### src/sv/dqs_pkg.sv
// shared types and codes for the bounded deque with first-match search
`default_nettype none

package dqs_pkg;

  localparam int COMMAND_W   = 3;
  localparam int VALUE_W     = 32;
  localparam int STATUS_W    = 2;
  localparam int COUNT_OUT_W = 7;
  localparam int POS_W       = 7;

  typedef logic [COMMAND_W-1:0]       cmd_t;
  typedef logic signed [VALUE_W-1:0]  value_t;
  typedef logic [STATUS_W-1:0]        status_t;
  typedef logic [COUNT_OUT_W-1:0]     count_out_t;
  typedef logic signed [POS_W-1:0]    pos_t;

  // command codes
  localparam cmd_t CMD_PUSH_FRONT = 3'd0;
  localparam cmd_t CMD_PUSH_BACK  = 3'd1;
  localparam cmd_t CMD_POP_FRONT  = 3'd2;
  localparam cmd_t CMD_POP_BACK   = 3'd3;
  localparam cmd_t CMD_FIND       = 3'd4;

  // status codes
  localparam status_t STATUS_DONE  = 2'd0;
  localparam status_t STATUS_FULL  = 2'd1;
  localparam status_t STATUS_EMPTY = 2'd2;

  // no match found, or not a search
  localparam pos_t POS_NONE = 7'sh7F;

  // sequencer states
  typedef enum logic [1:0] {
    ST_IDLE   = 2'b01,
    ST_SEARCH = 2'b10
  } state_t;

endpackage

`default_nettype wire

### src/sv/dqs_ram.sv
// generic single-write, single-read ram with registered read data
`default_nettype none

module dqs_ram #(
  parameter int WIDTH = 32,
  parameter int DEPTH = 64
) (
  input  wire logic                     clk,
  input  wire logic                     we,
  input  wire logic [$clog2(DEPTH)-1:0] waddr,
  input  wire logic [WIDTH-1:0]         wdata,
  input  wire logic                     re,
  input  wire logic [$clog2(DEPTH)-1:0] raddr,
  output logic      [WIDTH-1:0]         rdata
);

  logic [WIDTH-1:0] mem [DEPTH];

  always_ff @(posedge clk) begin
    if (we) begin
      mem[waddr] <= wdata;
    end
    if (re) begin
      rdata <= mem[raddr];
    end
  end

endmodule

`default_nettype wire

### src/sv/deque_with_first_match_search.sv
// top level: bounded ring deque with a sequential first-match search
// push, pop and unused commands give their result in the cycle after the transfer;
//   so does a search on an empty store
// a search compares k entries, k = first match offset + 1 or the held count, so up to CAPACITY;
//   each entry is read from the ram, then compared; one ram read and one 32-bit compare per cycle
// busy stays high during a search; pushes and pops take a new command every cycle
// reset clears the front pointer, the count and the sequencer; storage is not cleared
// results are strobed by done for one cycle and cannot be stalled
`default_nettype none

module deque_with_first_match_search #(
  parameter int CAPACITY = 64
) (
  input  wire logic                clk,
  input  wire logic                rst,
  input  wire logic                start,
  input  wire dqs_pkg::cmd_t       command,
  input  wire dqs_pkg::value_t     value,
  output logic                     busy,
  output logic                     done,
  output dqs_pkg::status_t         status,
  output dqs_pkg::count_out_t      entry_count,
  output dqs_pkg::pos_t            match_position
);

  import dqs_pkg::*;

  // ring pointer, count and ring-sum widths
  localparam int PW = $clog2(CAPACITY);
  localparam int CW = $clog2(CAPACITY + 1);
  localparam int SW = CW + 1;

  localparam logic [PW-1:0] LAST_PTR = PW'(CAPACITY - 1);
  localparam logic [CW-1:0] CAP_C    = CW'(CAPACITY);
  localparam logic [SW-1:0] CAP_S    = SW'(CAPACITY);

  // sequencer and deque state
  state_t        state, state_next;
  logic [PW-1:0] front, front_next;
  logic [CW-1:0] count, count_next;

  // search walk: read side and compare side of the ram pipeline
  value_t        value_q;
  logic [PW-1:0] rd_ptr;
  logic [CW-1:0] rd_off;
  logic          cmp_valid;
  logic [PW-1:0] cmp_off;

  // ram hookup
  logic          ram_we;
  logic [PW-1:0] ram_waddr;
  logic          ram_re;
  logic [VALUE_W-1:0] ram_rdata;

  logic          accept;
  logic          full, empty;
  logic [PW-1:0] front_dec, front_inc;
  logic [SW-1:0] back_sum, back_wrap;
  logic [PW-1:0] back_ptr;
  logic          hit, last;

  // result being formed this cycle
  logic          res_fire;
  status_t       res_status;
  pos_t          res_pos;

  assign busy   = (state != ST_IDLE) | rst;
  assign accept = start & ~busy;

  assign full  = (count == CAP_C);
  assign empty = (count == '0);

  // ring neighbors of the front entry
  assign front_dec = (front == '0) ? LAST_PTR : front - PW'(1);
  assign front_inc = (front == LAST_PTR) ? '0 : front + PW'(1);

  // slot after the back entry: front + count, one conditional subtract wraps it
  assign back_sum  = SW'(front) + SW'(count);
  assign back_wrap = (back_sum >= CAP_S) ? back_sum - CAP_S : back_sum;
  assign back_ptr  = back_wrap[PW-1:0];

  // read the next offset only while offsets are left
  assign ram_re = (state == ST_SEARCH) && (rd_off < count);

  // compare stage sees the entry read in the previous cycle
  assign hit  = cmp_valid && (ram_rdata == VALUE_W'($unsigned(value_q)));
  assign last = cmp_valid && ((CW'(cmp_off) + CW'(1)) == count);

  // pushes write the ram only when there is room
  assign ram_we    = accept && !full &&
                     ((command == CMD_PUSH_FRONT) || (command == CMD_PUSH_BACK));
  assign ram_waddr = (command == CMD_PUSH_FRONT) ? front_dec : back_ptr;

  dqs_ram #(
    .WIDTH(VALUE_W),
    .DEPTH(CAPACITY)
  ) u_store (
    .clk  (clk),
    .we   (ram_we),
    .waddr(ram_waddr),
    .wdata(VALUE_W'($unsigned(value))),
    .re   (ram_re),
    .raddr(rd_ptr),
    .rdata(ram_rdata)
  );

  // sequencer: immediate updates in idle, entry walk in search
  always_comb begin
    state_next = state;
    front_next = front;
    count_next = count;
    res_fire   = 1'b0;
    res_status = STATUS_DONE;
    res_pos    = POS_NONE;
    case (state)
      ST_IDLE: begin
        if (accept) begin
          res_fire = 1'b1;
          case (command)
            CMD_PUSH_FRONT: begin
              if (full) begin
                res_status = STATUS_FULL;
              end else begin
                front_next = front_dec;
                count_next = count + CW'(1);
              end
            end
            CMD_PUSH_BACK: begin
              if (full) begin
                res_status = STATUS_FULL;
              end else begin
                count_next = count + CW'(1);
              end
            end
            CMD_POP_FRONT: begin
              if (empty) begin
                res_status = STATUS_EMPTY;
              end else begin
                front_next = front_inc;
                count_next = count - CW'(1);
              end
            end
            CMD_POP_BACK: begin
              if (empty) begin
                res_status = STATUS_EMPTY;
              end else begin
                count_next = count - CW'(1);
              end
            end
            CMD_FIND: begin
              // empty store answers at once with no match
              if (!empty) begin
                res_fire   = 1'b0;
                state_next = ST_SEARCH;
              end
            end
            default: begin
              // unused codes leave the store alone
            end
          endcase
        end
      end
      ST_SEARCH: begin
        if (hit) begin
          res_fire   = 1'b1;
          res_pos    = POS_W'(cmp_off);
          state_next = ST_IDLE;
        end else if (last) begin
          res_fire   = 1'b1;
          state_next = ST_IDLE;
        end
      end
      default: begin
        state_next = ST_IDLE;
      end
    endcase
  end

  // control registers
  always_ff @(posedge clk) begin
    if (rst) begin
      state     <= ST_IDLE;
      front     <= '0;
      count     <= '0;
      done      <= 1'b0;
      cmp_valid <= 1'b0;
    end else begin
      state     <= state_next;
      front     <= front_next;
      count     <= count_next;
      done      <= res_fire;
      cmp_valid <= ram_re;
    end
  end

  // search walk and result payload
  always_ff @(posedge clk) begin
    if (accept) begin
      value_q <= value;
      rd_ptr  <= front;
      rd_off  <= '0;
    end else if (ram_re) begin
      rd_ptr  <= (rd_ptr == LAST_PTR) ? '0 : rd_ptr + PW'(1);
      rd_off  <= rd_off + CW'(1);
    end
    if (ram_re) begin
      cmp_off <= rd_off[PW-1:0];
    end
    if (res_fire) begin
      status         <= res_status;
      entry_count    <= COUNT_OUT_W'(count_next);
      match_position <= res_pos;
    end
  end

  // the held count never passes the capacity
  a_count_bound: assert property (@(posedge clk) disable iff (rst)
    count <= CAP_C)
    else $error("held count above capacity");

  // no result shows while a search is still walking
  a_quiet_in_search: assert property (@(posedge clk) disable iff (rst)
    (state == ST_SEARCH) |-> !done)
    else $error("result strobe during search");

  // every non-search command answers on the next cycle
  a_quick_reply: assert property (@(posedge clk) disable iff (rst)
    (accept && (command != CMD_FIND)) |=> done)
    else $error("missing one-cycle result");

  // a pop on an empty store is flagged
  a_pop_empty: assert property (@(posedge clk) disable iff (rst)
    (accept && empty && ((command == CMD_POP_FRONT) || (command == CMD_POP_BACK)))
      |=> (done && (status == STATUS_EMPTY) && (count == '0)))
    else $error("pop on empty store not flagged");

  // a refused or failed operation never reports a position
  a_pos_none: assert property (@(posedge clk) disable iff (rst)
    (done && (status != STATUS_DONE)) |-> (match_position == POS_NONE))
    else $error("position reported with error status");

endmodule

`default_nettype wire
### config.mk
export PLATFORM = sky130hd
export DESIGN_NAME = deque_with_first_match_search
export DESIGN_NICKNAME = d
export VERILOG_FILES = /design/src/sv/dqs_pkg.sv /design/src/sv/dqs_ram.sv /design/src/sv/deque_with_first_match_search.sv
export SDC_FILE = /design/constraint.sdc
export NUM_CORES = 2
export LEC_CHECK = 0
export BUFFER_PORTS_ARGS = -buffer_cell sky130_fd_sc_hd__buf_4
export CORE_MARGIN = 1.5
export CORE_UTILIZATION = 60
export DETAILED_ROUTE_END_ITERATION = 10
export MAX_ROUTING_LAYER = met4
export PLACE_DENSITY_LB_ADDON = 0.05
export SETUP_SLACK_MARGIN = 0.5
export SLEW_MARGIN = 10
export SYNTH_ARGS = -nofsm -noshare
export SYNTH_HDL_FRONTEND = slang
export SYNTH_HIERARCHICAL = 1
export SYNTH_SLANG_ARGS = --single-unit
### constraint.sdc
create_clock -name clk -period 7.2 [get_ports clk]
set_input_delay 1.44 -clock clk [delete_from_list [all_inputs] [get_ports clk]]
set_output_delay 1.44 -clock clk [all_outputs]
set_load 0.05 [all_outputs]
### Word level (Yosys, flattened, before mapping)

Memories as Yosys holds them, arrays and structs flattened. A register that Yosys moved wholly into a read port is not among the register bits.
Cells that the tools add are included.

| word-level totals | value |
|---|---|
| flip-flop bits (word level) | 84 |
| memory bits (writable) | 2048 |
| input bits | 38 |
| output and inout port bits | 18 |
| logic and storage cells | 97 |
| memories kept | 1 |

Memory list:

| name | depth | width | read ports | clocked after memory_dff | write ports | line | text |
|---|---|---|---|---|---|---|---|
| u_store.mem | 64 | 32 | 1 | 1 | 1 | dqs_ram.sv:17 | `logic [WIDTH-1:0] mem [DEPTH];` |

| cells by class | value |
|---|---|
| add/sub/neg operators | 9 |
| $lt $le $gt $ge | 2 |
| eq/ne operators | 18 |
| multiplexer cells | 33 |
| bitwise operators | 3 |
| reductions and logical operators | 18 |

Operators with widths:

| kind | count |
|---|---|
| 6-bit two-way mux | 9 |
| 7-bit two-way mux | 5 |
| 32-bit equality test | 1 |
| 7-bit by 1-bit adder with 7-bit output, second input constant | 2 |
| 7-bit case mux with 2 select lines | 1 |
| 6-bit by 1-bit adder with 6-bit output, second input constant | 2 |
| 6-bit equality test, second input constant | 2 |
| 2-bit two-way mux | 6 |
| 6-bit case mux with 2 select lines | 1 |
| 6-bit by 1-bit subtractor with 6-bit output, second input constant | 2 |
| 6-bit by 7-bit adder with 8-bit output | 1 |
| 8-bit by 7-bit >= comparator with 1-bit output, second input constant | 1 |
| 1-bit two-way mux | 8 |
| 2-bit != test, second input constant | 4 |
| 2-bit case mux with 2 select lines | 2 |
| 6-bit by 1-bit adder with 7-bit output, second input constant | 1 |
| 7-bit equality test | 1 |
| 7-bit equality test, second input constant | 1 |
| 7-bit logical NOT | 1 |
| 7-bit less-than comparator | 1 |
| 7-bit by 1-bit subtractor with 7-bit output, second input constant | 1 |
| 3-bit by 2-bit equality test with 1-bit output, second input constant | 2 |
| 6-bit logical NOT | 1 |
| 1-bit logical AND | 5 |
| other kinds (18) | 22 |

### Longest topological paths before layout

| logic depth | value |
|---|---|
| word-level depth | 8 |
| mapped depth | 12 |
| mapped depth without buffers | 11 |

### Hierarchy

Netlist, hierarchy kept.

Modules (own cells, without submodules):

| module | times used | cells an instance | area each (um^2) | seq. area each (um^2) |
|---|---|---|---|---|
| dqs_ram | 1 | 3324 | 78835.6 | 62459.9 |
| deque_with_first_match_search | 1 | 420 | 4463.0 | 2282.2 |

### Least setup slack after synthesis

OpenSTA, ideal clock, no wires.

| timing | value |
|---|---|
| kind | input to register |
| start point | in command[1] |
| end point | mem u_store.mem[49][0] (enable) |
| setup time | 461 ps |
| arrival time | 4976 ps |
| data required time | 6739 ps |
| setup slack | 1763 ps |
| stages on the path | 8 |
| path buffers | 3 |
| cells stage by stage | clkbuf_1 > nor3_1 > clkbuf_1 > o21ai_0 > clkbuf_1 > nor2b_1 > nand4_1 > nor3_1 |

| between the ends | value |
|---|---|
| elaborated cells between the ends (all ways) | 7 |
| classes of those cells | eq/ne: 1; mux: 3; reduce/logical: 3 |

RTL lines:

| element | line | text |
|---|---|---|
| start, declared | deque_with_first_match_search.sv:17 | `input wire dqs_pkg::cmd_t command,` |
| 3-bit logical NOT | deque_with_first_match_search.sv:92 | `assign ram_waddr = (command == CMD_PUSH_FRONT) ? front_dec : back_ptr;` |
| 6-bit two-way mux | deque_with_first_match_search.sv:92 |  |
| via ram_waddr[3] | deque_with_first_match_search.sv:51 | `logic [PW-1:0] ram_waddr;` |
| end, declared | dqs_ram.sv:17 |  |

The timed path passes the listed nets, and every way through them passes these cells.

### Worst setup path after layout

| timing | value |
|---|---|
| start point | reg front[0] |
| end point | mem u_store.mem[20][21] (enable) |

| between the ends | value |
|---|---|
| word-level cells in the longest chain between the ends | 4 |
| elaborated cells between the ends (all ways) | 8 |
| classes of those cells | add/sub: 3; order compare: 1; mux: 3; reduce/logical: 1 |

Ends and longest elaborated chain:

| element | line | text |
|---|---|---|
| start, declared | deque_with_first_match_search.sv:39 | `logic [PW-1:0] front, front_next;` |
| start signal, assigned | deque_with_first_match_search.sv:189 | `front <= front_next;` |
| 6-bit by 7-bit adder with 8-bit output | deque_with_first_match_search.sv:78 | `assign back_sum = SW'(front) + SW'(count);` |
| 8-bit by 7-bit >= comparator with 1-bit output / 6-bit by 1-bit subtractor with 6-bit output (equally long branches) | deque_with_first_match_search.sv:79 | `assign back_wrap = (back_sum >= CAP_S) ? back_sum - CAP_S : back_sum;` |
| 6-bit two-way mux | deque_with_first_match_search.sv:79 |  |
| 6-bit two-way mux * | deque_with_first_match_search.sv:92 |  |
| via ram_waddr[2] | deque_with_first_match_search.sv:51 |  |

Mark *: on every way through the listed nets, which the timed path passes. The rest lies on a longest branch.

==> results.sh <==
export IMPL_cts_root_buf="clkbuf_16"
export IMPL_crit_fanout=32
export IMPL_setup_worst_path_start="front[0]"
export IMPL_rr_endpoint="u_store/mem[20][21]"
export IMPL_required_ns=7.62
export IMPL_die_height_um=376
export IMPL_worstRegToRegCells=8
export IMPL_max_freq_mhz=205
export IMPL_ys_seq_elements=2164
export IMPL_p_per_area_mw_per_mm2=277
export IMPL_grt_setup_unrepaired="false"
export IMPL_via_per_inst=6.86
export IMPL_drt_pass1_iter_count=6
export IMPL_yosys_area_top_type="edfxtp_1"
export IMPL_routabilityCongestion=0.963
export IMPL_drc=0
export IMPL_ios=56
export IMPL_synth_nets=3804
export IMPL_grtUsageTotal=0.310
export IMPL_ys_flop_type="edfxtp_1"
export IMPL_drive_gt1_frac=0.262
export IMPL_overflow=0
export IMPL_row_count=136
export IMPL_wl_met3_um=19400
export IMPL_grt_pass1_wl_um=295000
export IMPL_postSynthCellCount=3744
export IMPL_synth_seq_area_share=0.777
export IMPL_syn_area_sq_mm=0.0833
export IMPL_clk_latency_ns=0.82
export IMPL_p_total_mw=25.8
export IMPL_postCtsHoldBufs=0
export IMPL_drt_iter0_drc=5206
export IMPL_synth_most_common_cell="edfxtp_1"
export IMPL_fp_coreArea_sq_mm=0.138
export IMPL_startpoint_type="flip-flop"
export IMPL_clk_pin_slew_ns=0.06
export IMPL_max_slew_margin=0.0668
export IMPL_ys_warn_count=6
export IMPL_synth_top_area_share=0.771
export IMPL_cap_violations=0
export IMPL_cts_num_sinks=2164
export IMPL_synth_edf_count=2140
export IMPL_vias=40300
export IMPL_io_buffer_count=55
export IMPL_cp_arrival_ns=5.29
export IMPL_ctsLongestPathBuffers=3
export IMPL_dpl_instance_area_sq_mm=0.0863
export IMPL_synth_cell_types=59
export IMPL_drv_slew=0
export IMPL_cts_made_buffers=208
export IMPL_clock_skew_ns=0.0293
export IMPL_reg2reg_slack_ns=2.33
export IMPL_wire_per_inst_um=35.4
export IMPL_crit_reg2reg_launch="front[0]"
export IMPL_outcome="complete, no violations"
export IMPL_yosys_top_cells_area="edfxtp_1 (77%), mux4_2 (15%), mux2i_1 (1.1%)"
export IMPL_fin_crit_sh=0.677
export IMPL_min_period_ns=4.87
export IMPL_area_growth_syn_to_layout_pct=11.4
export IMPL_cp_end_kind="flip-flop"
export IMPL_cts_setup_buffers=0
export IMPL_wl_um=208000
export IMPL_synth_common_cells="edfxtp_1 (2140), mux4_2 (544), nor2_1 (163)"
export IMPL_cts_htree_levels=4
export IMPL_worstSetupPathType="reg -> reg"
export IMPL_critPathCapture="u_store/mem[20][21]"
export IMPL_hold_class="reg -> reg"
export IMPL_die_x_um=376
export IMPL_start_util=0.605
export IMPL_final_cell_area_sq_mm=0.0928
export IMPL_cts_tree="yes"
export IMPL_met2_length_um=99100
export IMPL_synth_async_sr_flop_share=0
export IMPL_finalNetCount=3964
export IMPL_first_global_vias=39400
export IMPL_hold_viol_final=0
export IMPL_post_dp_hpwl_um=121000
export IMPL_top_layer_used="met4"
export IMPL_postCtsResizedCells=0
export IMPL_ant_nets=0
export IMPL_wl_met1_um=82400
export IMPL_whs_ns=0.505
export IMPL_worstMarginPinSlew_ns=1.40
export IMPL_die_area_sq_mm=0.141
export IMPL_p_leak_nw=28.9
export IMPL_setup_viol=0
export IMPL_antenna_found_initial=7
export IMPL_ir_drop_uv=239
export IMPL_syn_mean_instance_area_sq_um=22.2
export IMPL_tns_ns=0
export IMPL_grt_max_degree=125
[kinds of logic after synthesis]
| logic type | after synthesis | share of synthesized area |
|---|---|---|
| AO/OA/AOI/OAI | 290 | 0.0221 |
| XOR/XNOR | 59 | 0.00620 |
| adder cells (fa/ha/maj) | 22 | 0.00339 |
| buffers and inverters | 213 | 0.0123 |
| flip-flops | 2164 | 0.777 |
| multiplexers | 639 | 0.158 |
| AND/OR/NAND/NOR | 357 | 0.0202 |
[layout by cell type (no fill, tap or decap), types with 49 or more instances in the layout]
master     count
o22ai_1       92
clkinv_2      51
edfxtp_1    2140
clkbuf_16    212
nor2_4        62
mux4_2       544
a21oi_1       89
nand2_1       49
mux2i_1       95
buf_4        137
nor2_1       100
[layout make-up]
type	instances	area, sq um
clock inverters	125	1050
clock buffers	259	5480
multi-input cells	1367	18000
diodes	5	12.5
inverters	17	63.8
fillers	8474	44800
repair buffers	146	1210
well taps	1794	2240
flip-flops and latches	2164	64700
[how the worst min path moves through the flow]
stage                         start          to  slack, ns  depth (start not counted)
final                      state[1]    state[1]       0.50                          2
after global routing      rd_off[1]  cmp_off[1]       0.54                          0
after CTS                  state[1]    state[1]       0.51                          2
after detailed placement   state[1]    state[1]       0.50                          2
after global placement    rd_off[6]   rd_off[6]       0.48                          2
after floorplan           rd_off[5]  cmp_off[5]       0.46                          0
[power breakdown]
group	internal [mW]	leakage [nW]	switching [mW]	total (mW)
clock	5.90	3.22	4.57	10.5
combinational	0.444	6.22	0.942	1.39
sequential	13.9	19.4	0.0196	13.9
[registers in the layout, summed over array words and instances (netlist names)]
register,count
cmp_off,6
cmp_valid,1
count,7
done,1
entry_count,7
front,6
match_position,7
rd_off,7
rd_ptr,6
state,2
status,2
u_store/mem,2048
u_store/rdata,32
value_q,32
[per-layer routing]
layer | up-vias | GRT usage
li1 | 16100 | -
met1 | 21700 | 0.443
met2 | 2108 | 0.459
met3 | 313 | 0.0627
met4 | 0 | 0.0956
met5 | - | -
[stage by stage]
stage          utilization  instances  setup slack (ns)
3_3_place_gp         0.627       5488              1.66
5_1_grt              0.674       5875              2.15
2_1_floorplan            -       3744              1.76
3_5_place_dp         0.627       5488              1.59
6_report             0.674       5877              2.33
4_1_cts              0.674       5872              2.45
[critical path: stages, from the launching register on]
cell	delay, ns
dfxtp_1	0.49
ha_1	0.22
inv_1	0.05
fa_1	0.39
xor2_1	0.16
o21ai_0	0.83
nor2b_1	0.28
nand2_1	0.75
nor2_4	1.25
No activity file was read; power rests on OpenSTA's default activity.
